[config.mk]
export PLATFORM = sky130hd
export DESIGN_NAME = msgpack_stream_tokenizer
export DESIGN_NICKNAME = d
export VERILOG_FILES = /design/src/hw/rtl/mst_pkg.sv /design/src/hw/rtl/mst_ram.sv /design/src/hw/rtl/mst_datapath.sv /design/src/hw/rtl/mst_ctrl.sv /design/src/hw/rtl/msgpack_stream_tokenizer.sv
export VERILOG_INCLUDE_DIRS = /design/src /design/src/hw/rtl
export SDC_FILE = /design/constraint.sdc
export NUM_CORES = 2
export LEC_CHECK = 0
export ABC_AREA = 0
export BUFFER_PORTS_ARGS = -buffer_cell sky130_fd_sc_hd__buf_2
export CORE_UTILIZATION = 45
export DETAILED_ROUTE_END_ITERATION = 8
export PLACE_DENSITY = 0.7
export SYNTH_ARGS = -nofsm -noshare
export SYNTH_HDL_FRONTEND = slang
export SYNTH_SLANG_ARGS = --single-unit
[constraint.sdc]
create_clock -name clk -period 6.9 [get_ports clk]
set_input_delay 1.38 -clock clk [delete_from_list [all_inputs] [get_ports clk]]
set_output_delay 1.38 -clock clk [all_outputs]
set_load 0.005 [all_outputs]
[src/hw/rtl/msgpack_stream_tokenizer_assert.svh]
// assertion macros used by the tokenizer control module
`ifndef MSGPACK_STREAM_TOKENIZER_ASSERT_SVH
`define MSGPACK_STREAM_TOKENIZER_ASSERT_SVH

// clocked on clk, quiet while rst is high
`define MST_ASSERT(lbl, prop, msg) \
  lbl: assert property (@(posedge clk) disable iff (rst) prop) else $error(msg);

// expression must never hold
`define MST_ASSERT_NEVER(lbl, expr, msg) \
  lbl: assert property (@(posedge clk) disable iff (rst) !(expr)) else $error(msg);

`endif

[src/hw/rtl/mst_pkg.sv]
package mst_pkg;

  localparam int MAX_DEPTH_DEF = 16;

  localparam logic [2:0] K_NULL   = 3'd0;
  localparam logic [2:0] K_INT    = 3'd1;
  localparam logic [2:0] K_BHDR   = 3'd2;
  localparam logic [2:0] K_BBYTE  = 3'd3;
  localparam logic [2:0] K_FLOAT  = 3'd4;
  localparam logic [2:0] K_ARRAY  = 3'd5;
  localparam logic [2:0] K_MAP    = 3'd6;
  localparam logic [2:0] K_STATUS = 3'd7;

  localparam logic [1:0] ST_OK         = 2'd0;
  localparam logic [1:0] ST_INCOMPLETE = 2'd1;
  localparam logic [1:0] ST_MALFORMED  = 2'd2;
  localparam logic [1:0] ST_DEEP       = 2'd3;

  localparam logic [7:0] C_FIXINT_MAX = 8'h7f;
  localparam logic [7:0] C_NEGFIX_MIN = 8'he0;
  localparam logic [7:0] C_FIXMAP_MAX = 8'h8f;
  localparam logic [7:0] C_FIXARR_MAX = 8'h9f;
  localparam logic [7:0] C_FIXSTR_MAX = 8'hbf;
  localparam logic [7:0] C_NIL        = 8'hc0;
  localparam logic [7:0] C_FALSE      = 8'hc2;
  localparam logic [7:0] C_TRUE       = 8'hc3;
  localparam logic [7:0] C_BIN8       = 8'hc4;
  localparam logic [7:0] C_BIN16      = 8'hc5;
  localparam logic [7:0] C_BIN32      = 8'hc6;
  localparam logic [7:0] C_FLOAT32    = 8'hca;
  localparam logic [7:0] C_FLOAT64    = 8'hcb;
  localparam logic [7:0] C_UINT8      = 8'hcc;
  localparam logic [7:0] C_UINT64     = 8'hcf;
  localparam logic [7:0] C_INT8       = 8'hd0;
  localparam logic [7:0] C_INT64      = 8'hd3;
  localparam logic [7:0] C_STR8       = 8'hd9;
  localparam logic [7:0] C_STR16      = 8'hda;
  localparam logic [7:0] C_STR32      = 8'hdb;
  localparam logic [7:0] C_ARRAY16    = 8'hdc;
  localparam logic [7:0] C_ARRAY32    = 8'hdd;
  localparam logic [7:0] C_MAP16      = 8'hde;
  localparam logic [7:0] C_MAP32      = 8'hdf;

  typedef enum logic [1:0] {
    PH_HEADER  = 2'd0,
    PH_FIELD   = 2'd1,
    PH_PAYLOAD = 2'd2
  } phase_t;

  typedef enum logic [1:0] {
    R_OPEN = 2'd0,
    R_DONE = 2'd1,
    R_DEEP = 2'd2,
    R_MAL  = 2'd3
  } rslt_t;

  typedef struct packed {
    logic [2:0]  kind;
    logic [63:0] value;
    logic [31:0] count;
    logic [4:0]  level;
    logic [1:0]  status;
    logic [31:0] consumed;
  } token_t;

  typedef struct packed {
    logic accept;
    logic pop_rd;
    logic pop_chk;
    logic finish;
    logic emit_adv;
  } ctl_cmd_t;

  typedef struct packed {
    logic  discard;
    rslt_t rslt;
    logic  sp_zero;
    logic  sp_one;
    logic  pop_zero;
    logic  fin_has;
    logic  emit_last;
  } dp_stat_t;

  function automatic logic [63:0] sext_sel(input logic [63:0] v, input logic [1:0] sz);
    logic [63:0] r;
    case (sz)
      2'd0:    r = {{56{v[7]}}, v[7:0]};
      2'd1:    r = {{48{v[15]}}, v[15:0]};
      2'd2:    r = {{32{v[31]}}, v[31:0]};
      default: r = v;
    endcase
    return r;
  endfunction

endpackage

[src/hw/rtl/mst_ram.sv]
module mst_ram #(
  parameter int WIDTH = 33,
  parameter int DEPTH = 16,
  localparam int AW = (DEPTH > 1) ? $clog2(DEPTH) : 1
) (
  input  logic             clk,
  input  logic             we,
  input  logic [AW-1:0]    waddr,
  input  logic [WIDTH-1:0] wdata,
  input  logic             re,
  input  logic [AW-1:0]    raddr,
  output logic [WIDTH-1:0] rdata
);
  logic [WIDTH-1:0] mem [DEPTH];

  always_ff @(posedge clk) begin
    if (we) begin
      mem[waddr] <= wdata;
    end
    if (re) begin
      rdata <= mem[raddr];
    end
  end
endmodule

[src/hw/rtl/mst_datapath.sv]
module mst_datapath
  import mst_pkg::*;
#(
  parameter int MAX_DEPTH = MAX_DEPTH_DEF
) (
  input  logic        clk,
  input  logic        rst,
  input  logic [7:0]  data_byte,
  input  logic        buffer_end,
  input  ctl_cmd_t    cmd,
  output dp_stat_t    st,
  output token_t      tok
);
  localparam int SPW = $clog2(MAX_DEPTH + 1);
  localparam int AW  = (MAX_DEPTH > 1) ? $clog2(MAX_DEPTH) : 1;

  phase_t       phase, phase_next;
  logic [7:0]   pcode, pcode_next;
  logic [3:0]   fl, fl_next;
  logic [63:0]  acc, acc_next;
  logic [31:0]  pl, pl_next;
  logic [SPW-1:0] sp, spm1;
  logic [31:0]  pos;
  logic         disc;

  token_t       tk0, tk1, item;
  logic         has_item, item_v;
  rslt_t        rslt_q, r;
  logic         end_q;
  logic [31:0]  consumed_q;
  logic [1:0]   n_q;
  logic         idx;

  logic         push;
  logic [32:0]  push_val;
  logic         open_req;
  logic [2:0]   open_kind;
  logic [31:0]  open_cnt;
  logic [7:0]   fcode;
  logic [63:0]  fval;
  logic         fdone;

  logic [32:0]  rdata, dec;
  logic         ram_we;
  logic [AW-1:0] ram_waddr;
  logic [32:0]  ram_wdata;

  logic         stat_has;
  logic [1:0]   stat_code;
  token_t       stat_tok;

  assign spm1 = sp - 1'b1;

  always_comb begin
    item        = '0;
    item.level  = 5'(sp);
    item_v      = 1'b0;
    r           = R_OPEN;
    phase_next  = phase;
    pcode_next  = pcode;
    fl_next     = fl;
    acc_next    = acc;
    pl_next     = pl;
    push        = 1'b0;
    push_val    = '0;
    open_req    = 1'b0;
    open_kind   = K_ARRAY;
    open_cnt    = '0;
    fdone       = 1'b0;
    fcode       = pcode;
    fval        = acc;

    case (phase)
      PH_FIELD: begin
        acc_next = {acc[55:0], data_byte};
        fl_next  = (fl != 4'd0) ? fl - 4'd1 : fl;
        if (fl_next == 4'd0) begin
          fdone = 1'b1;
          fval  = acc_next;
        end
      end
      PH_PAYLOAD: begin
        item.kind  = K_BBYTE;
        item.value = {56'd0, data_byte};
        item_v     = 1'b1;
        pl_next    = (pl != 32'd0) ? pl - 32'd1 : pl;
        if (pl_next == 32'd0) begin
          phase_next = PH_HEADER;
          r          = R_DONE;
        end
      end
      default: begin
        if (data_byte <= C_FIXINT_MAX) begin
          item.kind  = K_INT;
          item.value = {56'd0, data_byte};
          item_v     = 1'b1;
          r          = R_DONE;
        end else if (data_byte >= C_NEGFIX_MIN) begin
          item.kind  = K_INT;
          item.value = {{56{data_byte[7]}}, data_byte};
          item_v     = 1'b1;
          r          = R_DONE;
        end else if (data_byte <= C_FIXMAP_MAX) begin
          open_req  = 1'b1;
          open_kind = K_MAP;
          open_cnt  = {28'd0, data_byte[3:0]};
        end else if (data_byte <= C_FIXARR_MAX) begin
          open_req  = 1'b1;
          open_kind = K_ARRAY;
          open_cnt  = {28'd0, data_byte[3:0]};
        end else if (data_byte <= C_FIXSTR_MAX) begin
          pl_next    = {27'd0, data_byte[4:0]};
          item.kind  = K_BHDR;
          item.count = {27'd0, data_byte[4:0]};
          item_v     = 1'b1;
          if (data_byte[4:0] == 5'd0) begin
            r = R_DONE;
          end else begin
            phase_next = PH_PAYLOAD;
          end
        end else begin
          r = R_MAL;
          case (data_byte) inside
            C_NIL: begin
              item.kind = K_NULL;
              item_v    = 1'b1;
              r         = R_DONE;
            end
            C_FALSE, C_TRUE: begin
              item.kind  = K_INT;
              item.value = {63'd0, data_byte == C_TRUE};
              item_v     = 1'b1;
              r          = R_DONE;
            end
            [C_UINT8:C_UINT64], [C_INT8:C_INT64]: begin
              r       = R_OPEN;
              fl_next = 4'(4'd1 << data_byte[1:0]);
            end
            C_FLOAT32, C_ARRAY32, C_MAP32, C_BIN32, C_STR32: begin
              r       = R_OPEN;
              fl_next = 4'd4;
            end
            C_FLOAT64: begin
              r       = R_OPEN;
              fl_next = 4'd8;
            end
            C_BIN16, C_STR16, C_ARRAY16, C_MAP16: begin
              r       = R_OPEN;
              fl_next = 4'd2;
            end
            C_BIN8, C_STR8: begin
              r       = R_OPEN;
              fl_next = 4'd1;
            end
            default: r = R_MAL;
          endcase
          if (r == R_OPEN) begin
            pcode_next = data_byte;
            acc_next   = '0;
            phase_next = PH_FIELD;
          end
        end
      end
    endcase

    if (fdone) begin
      phase_next = PH_HEADER;
      case (fcode) inside
        [C_UINT8:C_UINT64]: begin
          item.kind  = K_INT;
          item.value = fval;
          item_v     = 1'b1;
          r          = R_DONE;
        end
        [C_INT8:C_INT64]: begin
          item.kind  = K_INT;
          item.value = sext_sel(fval, fcode[1:0]);
          item_v     = 1'b1;
          r          = R_DONE;
        end
        C_FLOAT32, C_FLOAT64: begin
          item.kind  = K_FLOAT;
          item.value = fval;
          item.count = (fcode == C_FLOAT32) ? 32'd4 : 32'd8;
          item_v     = 1'b1;
          r          = R_DONE;
        end
        C_ARRAY16, C_ARRAY32: begin
          open_req  = 1'b1;
          open_kind = K_ARRAY;
          open_cnt  = fval[31:0];
        end
        C_MAP16, C_MAP32: begin
          open_req  = 1'b1;
          open_kind = K_MAP;
          open_cnt  = fval[31:0];
        end
        default: begin
          pl_next    = fval[31:0];
          item.kind  = K_BHDR;
          item.count = fval[31:0];
          item_v     = 1'b1;
          if (fval[31:0] == 32'd0) begin
            r = R_DONE;
          end else begin
            phase_next = PH_PAYLOAD;
          end
        end
      endcase
    end

    if (open_req) begin
      if (open_cnt == 32'd0) begin
        item.kind = open_kind;
        item_v    = 1'b1;
        r         = R_DONE;
      end else if (sp >= SPW'(MAX_DEPTH)) begin
        r = R_DEEP;
      end else begin
        item.kind  = open_kind;
        item.count = open_cnt;
        item_v     = 1'b1;
        push       = 1'b1;
        push_val   = (open_kind == K_MAP) ? {open_cnt, 1'b0} : {1'b0, open_cnt};
        r          = R_OPEN;
      end
    end
  end

  // stack of items still owed per open container
  assign dec       = rdata - 33'd1;
  assign ram_we    = (cmd.accept && !disc && push) || (cmd.pop_chk && dec != 33'd0);
  assign ram_waddr = cmd.accept ? AW'(sp) : AW'(spm1);
  assign ram_wdata = cmd.accept ? push_val : dec;

  mst_ram #(
    .WIDTH(33),
    .DEPTH(MAX_DEPTH)
  ) u_stack (
    .clk   (clk),
    .we    (ram_we),
    .waddr (ram_waddr),
    .wdata (ram_wdata),
    .re    (cmd.pop_rd),
    .raddr (AW'(spm1)),
    .rdata (rdata)
  );

  always_comb begin
    stat_has  = 1'b1;
    stat_code = ST_OK;
    if (rslt_q == R_DEEP) begin
      stat_code = ST_DEEP;
    end else if (rslt_q == R_MAL) begin
      stat_code = ST_MALFORMED;
    end else if (rslt_q == R_DONE && sp == '0) begin
      stat_code = ST_OK;
    end else if (end_q) begin
      stat_code = ST_INCOMPLETE;
    end else begin
      stat_has = 1'b0;
    end
    stat_tok          = '0;
    stat_tok.kind     = K_STATUS;
    stat_tok.status   = stat_code;
    stat_tok.consumed = (stat_code == ST_OK) ? consumed_q : 32'd0;
  end

  always_ff @(posedge clk) begin
    if (rst) begin
      phase <= PH_HEADER;
      pcode <= '0;
      fl    <= '0;
      acc   <= '0;
      pl    <= '0;
      sp    <= '0;
      pos   <= '0;
      disc  <= 1'b0;
      n_q   <= '0;
      idx   <= 1'b0;
    end else begin
      if (cmd.accept) begin
        if (disc) begin
          if (buffer_end) begin
            phase <= PH_HEADER;
            pcode <= '0;
            fl    <= '0;
            acc   <= '0;
            pl    <= '0;
            sp    <= '0;
            pos   <= '0;
            disc  <= 1'b0;
          end
        end else begin
          phase <= phase_next;
          pcode <= pcode_next;
          fl    <= fl_next;
          acc   <= acc_next;
          pl    <= pl_next;
          pos   <= pos + 32'd1;
          if (push) begin
            sp <= sp + 1'b1;
          end
        end
      end
      if (cmd.pop_chk && dec == 33'd0) begin
        sp <= spm1;
      end
      if (cmd.finish) begin
        idx <= 1'b0;
        if (rslt_q == R_DEEP || rslt_q == R_MAL) begin
          n_q <= 2'd1;
        end else begin
          n_q <= 2'(has_item) + 2'(stat_has);
        end
        if (stat_has) begin
          if (end_q) begin
            phase <= PH_HEADER;
            pcode <= '0;
            fl    <= '0;
            acc   <= '0;
            pl    <= '0;
            sp    <= '0;
            pos   <= '0;
          end else begin
            disc <= 1'b1;
          end
        end
      end
      if (cmd.emit_adv) begin
        idx <= 1'b1;
      end
    end
  end

  // token payload holding registers
  always_ff @(posedge clk) begin
    if (cmd.accept && !disc) begin
      tk0        <= item;
      has_item   <= item_v;
      rslt_q     <= r;
      end_q      <= buffer_end;
      consumed_q <= pos + 32'd1;
    end
    if (cmd.finish) begin
      if (rslt_q == R_DEEP || rslt_q == R_MAL || !has_item) begin
        tk0 <= stat_tok;
      end else begin
        tk1 <= stat_tok;
      end
    end
  end

  assign tok          = idx ? tk1 : tk0;
  assign st.discard   = disc;
  assign st.rslt      = rslt_q;
  assign st.sp_zero   = (sp == '0);
  assign st.sp_one    = (sp == SPW'(1));
  assign st.pop_zero  = (dec == 33'd0);
  assign st.fin_has   = stat_has || has_item;
  assign st.emit_last = (n_q == 2'd1) || idx;
endmodule

[src/hw/rtl/mst_ctrl.sv]
`include "msgpack_stream_tokenizer_assert.svh"

module mst_ctrl
  import mst_pkg::*;
(
  input  logic     clk,
  input  logic     rst,
  input  logic     in_valid,
  output logic     in_ready,
  output logic     out_valid,
  input  logic     out_ready,
  input  dp_stat_t st,
  output ctl_cmd_t cmd
);
  typedef enum logic [5:0] {
    S_IDLE    = 6'b000001,
    S_EVAL    = 6'b000010,
    S_POP_RD  = 6'b000100,
    S_POP_CHK = 6'b001000,
    S_FIN     = 6'b010000,
    S_EMIT    = 6'b100000
  } state_t;

  state_t state, state_next;

  always_comb begin
    state_next = state;
    cmd        = '0;
    in_ready   = 1'b0;
    out_valid  = 1'b0;
    case (state)
      S_IDLE: begin
        in_ready   = 1'b1;
        cmd.accept = in_valid;
        if (in_valid && !st.discard) begin
          state_next = S_EVAL;
        end
      end
      S_EVAL: begin
        if (st.rslt == R_DONE && !st.sp_zero) begin
          state_next = S_POP_RD;
        end else begin
          state_next = S_FIN;
        end
      end
      S_POP_RD: begin
        cmd.pop_rd = 1'b1;
        state_next = S_POP_CHK;
      end
      S_POP_CHK: begin
        cmd.pop_chk = 1'b1;
        if (!st.pop_zero || st.sp_one) begin
          state_next = S_FIN;
        end else begin
          state_next = S_POP_RD;
        end
      end
      S_FIN: begin
        cmd.finish = 1'b1;
        state_next = st.fin_has ? S_EMIT : S_IDLE;
      end
      S_EMIT: begin
        out_valid = 1'b1;
        if (out_ready) begin
          cmd.emit_adv = !st.emit_last;
          if (st.emit_last) begin
            state_next = S_IDLE;
          end
        end
      end
      default: state_next = S_IDLE;
    endcase
  end

  always_ff @(posedge clk) begin
    if (rst) begin
      state <= S_IDLE;
    end else begin
      state <= state_next;
    end
  end

  `MST_ASSERT(a_chk_after_rd, state == S_POP_CHK |-> $past(state) == S_POP_RD, "pop check without read")
  `MST_ASSERT(a_pop_nonempty, state == S_POP_RD |-> !st.sp_zero, "pop on empty stack")
  `MST_ASSERT(a_accept_busy, cmd.accept && !st.discard |=> !in_ready, "no eval after byte")
  `MST_ASSERT_NEVER(a_emit_twice, cmd.emit_adv && st.emit_last, "advance past last token")
endmodule

[src/hw/rtl/msgpack_stream_tokenizer.sv]
// flow: a byte is taken and evaluated, then each stack level it updates is read and
// decremented (each level the byte closes and the enclosing one left open), then the
// byte is finished and its results (0 to 2) emitted; no new byte is taken until they
// are all out, so an output stall holds the input; a byte dropped after a status is not evaluated
// reset: synchronous rst returns to header parsing with an empty stack, no clearing pass
module msgpack_stream_tokenizer
  import mst_pkg::*;
#(
  parameter int MAX_DEPTH = MAX_DEPTH_DEF
) (
  input  logic               clk,
  input  logic               rst,
  input  logic               in_valid,
  output logic               in_ready,
  input  logic [7:0]         data_byte,
  input  logic               buffer_end,
  output logic               out_valid,
  input  logic               out_ready,
  output logic [2:0]         token_kind,
  output logic signed [63:0] token_value,
  output logic [31:0]        token_count,
  output logic [4:0]         nest_level,
  output logic [1:0]         decode_status,
  output logic [31:0]        bytes_consumed,
  output logic               run_last
);
  ctl_cmd_t cmd;
  dp_stat_t st;
  token_t   tok;

  mst_ctrl u_ctrl (
    .clk       (clk),
    .rst       (rst),
    .in_valid  (in_valid),
    .in_ready  (in_ready),
    .out_valid (out_valid),
    .out_ready (out_ready),
    .st        (st),
    .cmd       (cmd)
  );

  mst_datapath #(
    .MAX_DEPTH(MAX_DEPTH)
  ) u_dp (
    .clk        (clk),
    .rst        (rst),
    .data_byte  (data_byte),
    .buffer_end (buffer_end),
    .cmd        (cmd),
    .st         (st),
    .tok        (tok)
  );

  assign token_kind     = tok.kind;
  assign token_value    = tok.value;
  assign token_count    = tok.count;
  assign nest_level     = tok.level;
  assign decode_status  = tok.status;
  assign bytes_consumed = tok.consumed;
  assign run_last       = st.emit_last;
endmodule

# == Yosys cells after proc, flatten, opt, wreduce, memory -nomap -nowiden ==
# Memories as Yosys holds them, arrays and structs flattened. A register that Yosys moved wholly into a read port is not among the register bits.
# Cells that the tools add are included.
# word_totals
output_inout_bits,141
ramBits,528
memories,1
reg_bits,365
inputBits,13
wordCells,407
# op_classes
muxes,273
bitwise,1
order_cmp,14
n_eq_ne,40
reduce_logical,47
addsub,7
shifts,1
# mem_list
name,depth,word_bits,read_ports,rd_ports_with_merged_regs,wr,line_no,text
u_dp.u_stack.mem,16,33,1,1,1,mst_ram.sv:14,logic [WIDTH-1:0] mem [DEPTH];
# ops
operator,n
$mux W32,46
$mux W64,19
$mux W99,6
$mux W138,4
$pmux W64 S3,1
$eq A8 B8 Y1 const B,21
$mux W33,5
$mux W67,2
$pmux W67 S2,1
$pmux W64 S2,1
$mux W2,54
$mux W8,13
$logic_not A32 Y1,3
$mux W4,22
$pmux W32 S2,1
$mux W1,59
$mux W3,19
$le A8 B8 Y1 const B,7
$mux W5,11
$ge A8 B8 Y1 const B,5
$pmux W6 S6,1
$logic_not A33 Y1,1
$reduce_bool A33 Y1,1
$sub A33 B1 Y33 const B,1
40 further kinds,79

# == Longest topological paths before layout ==
# logic_depth
word_depth,29
ltp_mapped,13

# == By module ==
# A second synthesis with hierarchy kept.
# hier_totals
hier_cells,3141
hier_area_um2,39953.3
# modules_own_cells
mod,instances,area_each_um2,seq_area_each_um2,cells_per_inst
mst_ram,1,20960.1,16846.2,864
mst_datapath,1,18562.8,7727.4,2224
mst_ctrl,1,430.4,120.1,53

# == Worst setup path before layout ==
# Ideal clock, no wire load.
# synth_path
kind,register -> register
start,register u_dp.sp[0]
end,memory u_dp.u_stack.mem[2][0] (enable)
n_path_buf,4
arrival_ns,5.345
path_slack_ns,1.090
setup_ns,0.464
stages_incl_launch_ff,11
required_ns,6.436
cell_sequence,dfxtp_1 -> clkbuf_1 -> clkbuf_1 -> buf_1 -> inv_1 -> ha_1 -> xnor2_1 -> clkbuf_1 -> and3_1 -> a21oi_1 -> nor3_1
# synth_via
elab_chain_cells,8
elab_cells_between_ends,10
classes_between,add/sub (1); order compare (1); mux (6); reduce/logical (2)
# synth_rtl
element,line_no,text
start: declaration,mst_datapath.sv:22,"logic [SPW-1:0] sp, spm1;"
start signal: assignment,mst_datapath.sv:302,sp <= sp + 1'b1;
start signal: assignment,mst_datapath.sv:307,sp <= spm1;
$ge A5 B5 Y1,mst_datapath.sv:217,end else if (sp >= SPW'(MAX_DEPTH)) begin
$mux W1,mst_datapath.sv:217,
$mux W1,mst_datapath.sv:213,if (open_cnt == 32'd0) begin
$mux W1,mst_datapath.sv:212,if (open_req) begin
$logic_and A1 B1 Y1,mst_datapath.sv:232,assign ram_we = (cmd.accept && !disc && push) || (cmd.pop_chk && dec != 33'd0);
$logic_or A1 B1 Y1,mst_datapath.sv:232,
$mux W1,mst_ram.sv:17,if (we) begin
$mux W1 (not written as such),mst_ram.sv:18,mem[waddr] <= wdata;
end: declaration,mst_ram.sv:14,
# Several ways; a longest one is shown, not always the timed one.

# == Worst setup path in the final report ==
# layout_path
start,register u_dp.phase[1]
end,memory u_dp.u_stack.mem[5][24] (enable)
# layout_via
elab_chain_cells,16
elab_cells_between_ends,26
classes_between,eq/ne (2); mux (20); reduce/logical (4)
# layout_rtl
element,line_no,text
start: declaration,mst_datapath.sv:17,"phase_t phase, phase_next;"
start signal: assignment,mst_datapath.sv:295,phase <= phase_next;
$eq A2 B1 Y1 or $eq A2 B2 Y1 (tied branches),mst_datapath.sv:73,case (phase)
$reduce_or A2 Y1 (no line),-,
$mux W32,mst_datapath.sv:73,
$mux W32 (5 in series),mst_datapath.sv:168,case (fcode) inside
$mux W32,mst_datapath.sv:166,if (fdone) begin
$logic_not A32 Y1,mst_datapath.sv:213,
$mux W1,mst_datapath.sv:213,
$mux W1 (*),mst_datapath.sv:212,
$logic_and A1 B1 Y1 (*),mst_datapath.sv:232,
$logic_or A1 B1 Y1 (*),mst_datapath.sv:232,
$mux W1 (*),mst_ram.sv:17,
$mux W1 (not written as such) (*),mst_ram.sv:18,
# Every way passes the cells marked *; elsewhere a longest branch is shown, timed or not.

==> impl_metrics.env <==
export IMPL_place_gp_congestion=0.971
export IMPL_drt_vias_per_instance=6.20
export IMPL_cap_violations=0
export IMPL_ys_ff_latch=918
export IMPL_vdd_ir_drop_max_v=0.000262
export IMPL_cts_sinks=918
export IMPL_drcViolationCount=0
export IMPL_synthTopCellsByArea="edfxtp_1 47%, dfxtp_1 14%, mux4_2 9.3%"
export IMPL_grt_pass1_vias=25791
export IMPL_hold_viol_final=0
export IMPL_die_area_sq_mm=0.0904
export IMPL_start_util=0.454
export IMPL_wirelength_um=109000
export IMPL_io_pins=154
export IMPL_numPortBuffers=153
export IMPL_outcome="finished clean"
export IMPL_cp_end_kind="flop"
export IMPL_synth_most_common_cell="edfxtp_1"
export IMPL_yosys_area_top_type="edfxtp_1"
export IMPL_final_util=0.514
export IMPL_maxSlewHeadroom=0.134
export IMPL_dp_cells=4208
export IMPL_min_period_ns=5.11
export IMPL_fillerInstances=7303
export IMPL_cpLargestDelayFamily="simple AND/OR/NAND/NOR gates"
export IMPL_clk_latency_ns=0.68
export IMPL_path_buf_inv=2
export IMPL_rows=109
export IMPL_crit_path_start_kind="flop"
export IMPL_drtPass1Iterations=5
export IMPL_setup_viol=0
export IMPL_powerDensity_mw_per_mm2=271
export IMPL_finClkSkew_ns=0.0536
export IMPL_ctsHoldBuffers=0
export IMPL_drt_iter0_drc=3278
export IMPL_fin_crit_sh=0.741
export IMPL_wl_per_cell_um=24.8
export IMPL_drive_gt1_frac=0.213
export IMPL_root_buffer="clkbuf_16"
export IMPL_cp_max_fo=23
export IMPL_syn_inst=3043
export IMPL_cpMostUsedCell="nand2_1"
export IMPL_vias=27158
export IMPL_post_cts_buffers=0
export IMPL_crit_path_cell_trace="inv_1 -> ha_1 -> nand2_1 -> nor3_1 -> o2bb2ai_1 -> nand2_1 -> nor2_1 -> a21oi_4 -> nor3_2 -> buf_4"
export IMPL_multi_input_area_sq_mm=0.0146
export IMPL_path_clk_slew_ns=0.06
export IMPL_dp_hpwl_um=66400
export IMPL_worst_pin_slew_ns=1.30
export IMPL_synth_flop_cell="edfxtp_1"
export IMPL_synth_nets=3069
export IMPL_cts_buffers=93
export IMPL_crit_arrival_ns=5.41
export IMPL_ys_async_sr_fraction=0
export IMPL_synth_top_cell_area_share=0.472
export IMPL_areaGrowthSynthToFinish_pct=13.1
export IMPL_slowest_stage="nor3_2"
export IMPL_finalSetupTns_ns=0
export IMPL_core_sq_mm=0.0884
export IMPL_route_antenna_remaining_nets=0
export IMPL_ys_seq_area_frac=0.615
export IMPL_regArea_sq_mm=0.0247
export IMPL_synth_distinct_cells=100
export IMPL_leakagePower_nw=15.6
export IMPL_layout_nets=3164
export IMPL_grt_max_degree=76
export IMPL_whs_ns=0.447
export IMPL_grt_use_total=0.237
export IMPL_antenna_found_initial=3
export IMPL_timing_fmax_ghz=0.196
export IMPL_yosysWarnings=0
export IMPL_dieWidth_um=301
export IMPL_grt_overflow_total=0
export IMPL_cts_htree_levels=3
export IMPL_path_class="flop to flop"
export IMPL_dieHeight_um=301
export IMPL_grt_pass1_wl_um=163000
export IMPL_clk_path_buf_depth=3
export IMPL_critPathMaxStageDelay_ns=1.02
export IMPL_netlist_area_sq_mm=0.0402
export IMPL_cts_tree="yes"
export IMPL_cp_required_ns=7.19
export IMPL_cts_resized=0
export IMPL_netlist_top_cells_count="631 x edfxtp_1, 287 x dfxtp_1, 207 x nor2_1"
export IMPL_grt_setup_unrepaired="no"
export IMPL_synth_edff_count=631
export IMPL_syn_area_per_cell_sq_um=13.2
export IMPL_final_cells=4383
export IMPL_maxSlewViolCount=0
export IMPL_min_path_type="flop to flop"
-- cell families (layout without fill, tap and decap cells) --
kind of cell	Yosys count	in the layout	synth area share
multiplexers	236	236	0.111
buffers and inverters	289	463	0.0290
AO/OA/AOI/OAI	670	670	0.116
XOR/XNOR	69	69	0.0150
flip-flops	918	918	0.615
adder cells (fa/ha/maj)	14	14	0.00430
other	0	1	0
AND/OR/NAND/NOR	847	847	0.110
-- cell type report --
| type | instances | area share |
|---|---|---|
| clock inverter | 48 | 0.0112 |
| timing repair buffer | 248 | 0.0326 |
| multi-input combinational | 1836 | 0.320 |
| inverter | 41 | 0.00344 |
| clock buffer | 126 | 0.0562 |
| tap | 1165 | 0.0321 |
| sequential | 918 | 0.544 |
| antenna | 1 | 0.0000551 |
-- power by group --
part	leakage, nW	switching [mW]	internal (mW)
registers	8.08	0.0747	6.01
clock network	1.47	2.19	2.82
logic	6.05	0.773	0.422
-- metal layers --
layer / vias up / GRT usage / routed length (um)
met5: - / 0 / 39
met4: 4 / 0.0876 / 3730
met3: 238 / 0.0364 / 8810
met2: 1311 / 0.376 / 51100
met1: 13680 / 0.331 / 44900
li1: 11925 / - / -
-- flip-flops by register name (all words and copies together), names as in the netlist --
register / flops
u_dp.u_stack.mem: 528
u_dp.tk0: 138
u_dp.acc: 56
u_dp.tk1: 34
u_dp.u_stack.rdata: 33
u_dp.consumed_q: 32
u_dp.pl: 32
u_dp.pos: 32
u_dp.fcode: 8
u_ctrl.state: 6
u_dp.sp: 5
u_dp.fl: 4
u_dp.n_q: 2
u_dp.phase: 2
u_dp.rslt_q: 2
u_dp.disc: 1
u_dp.end_q: 1
u_dp.has_item: 1
u_dp.idx: 1
-- path summary, 6_finish.rpt --
path / start / to / slack, ns / depth (start not counted)
worst max register to register: u_dp.phase[1]$_SDFF_PP0_ / u_dp.u_stack.mem[5][24]$_DFFE_PP_ / 1.79 / 10
worst max-delay path: u_dp.phase[1]$_SDFF_PP0_ / u_dp.u_stack.mem[5][24]$_DFFE_PP_ / 1.79 / 10
worst min register to register: u_dp.tk0[100]$_DFF_P_ / u_dp.tk0[100]$_DFF_P_ / 0.45 / 2
worst min-delay path: u_dp.tk0[100]$_DFF_P_ / u_dp.tk0[100]$_DFF_P_ / 0.45 / 2
-- stage by stage --
step | cell area [sq um] | setup WS, ns | power, mW
global placement | 42300 | 1.68 | 7.37
floorplan | 40200 | 1.09 | 6.97
finish | 45400 | 1.79 | 12.3
detailed placement | 42300 | 1.54 | 7.38
global route | 45400 | 1.43 | 12.7
CTS | 45400 | 1.76 | 12.3
-- worst min-delay path, delay by kind of cell (launching register included) --
kind	cells	cell delay, ns
AOI/OAI and AO/OA	1	0.05
DFF	1	0.30
and+or+nand+nor	1	0.05
-- cells in the final DEF (no fill, tap or decap), types with 46 or more instances in the layout --
cell       instances
a22oi_1           79
a22o_1            62
nand2_1          185
and2_1            46
a21oi_1          151
mux4_2           165
nor3_1            53
o211ai_1          52
o21ai_0          113
buf_2            153
dfxtp_1          285
nor2_1           203
edfxtp_1         631
clkbuf_16         93
nor2b_1          110
buf_4             95
(Power assumes the default switching activity.)
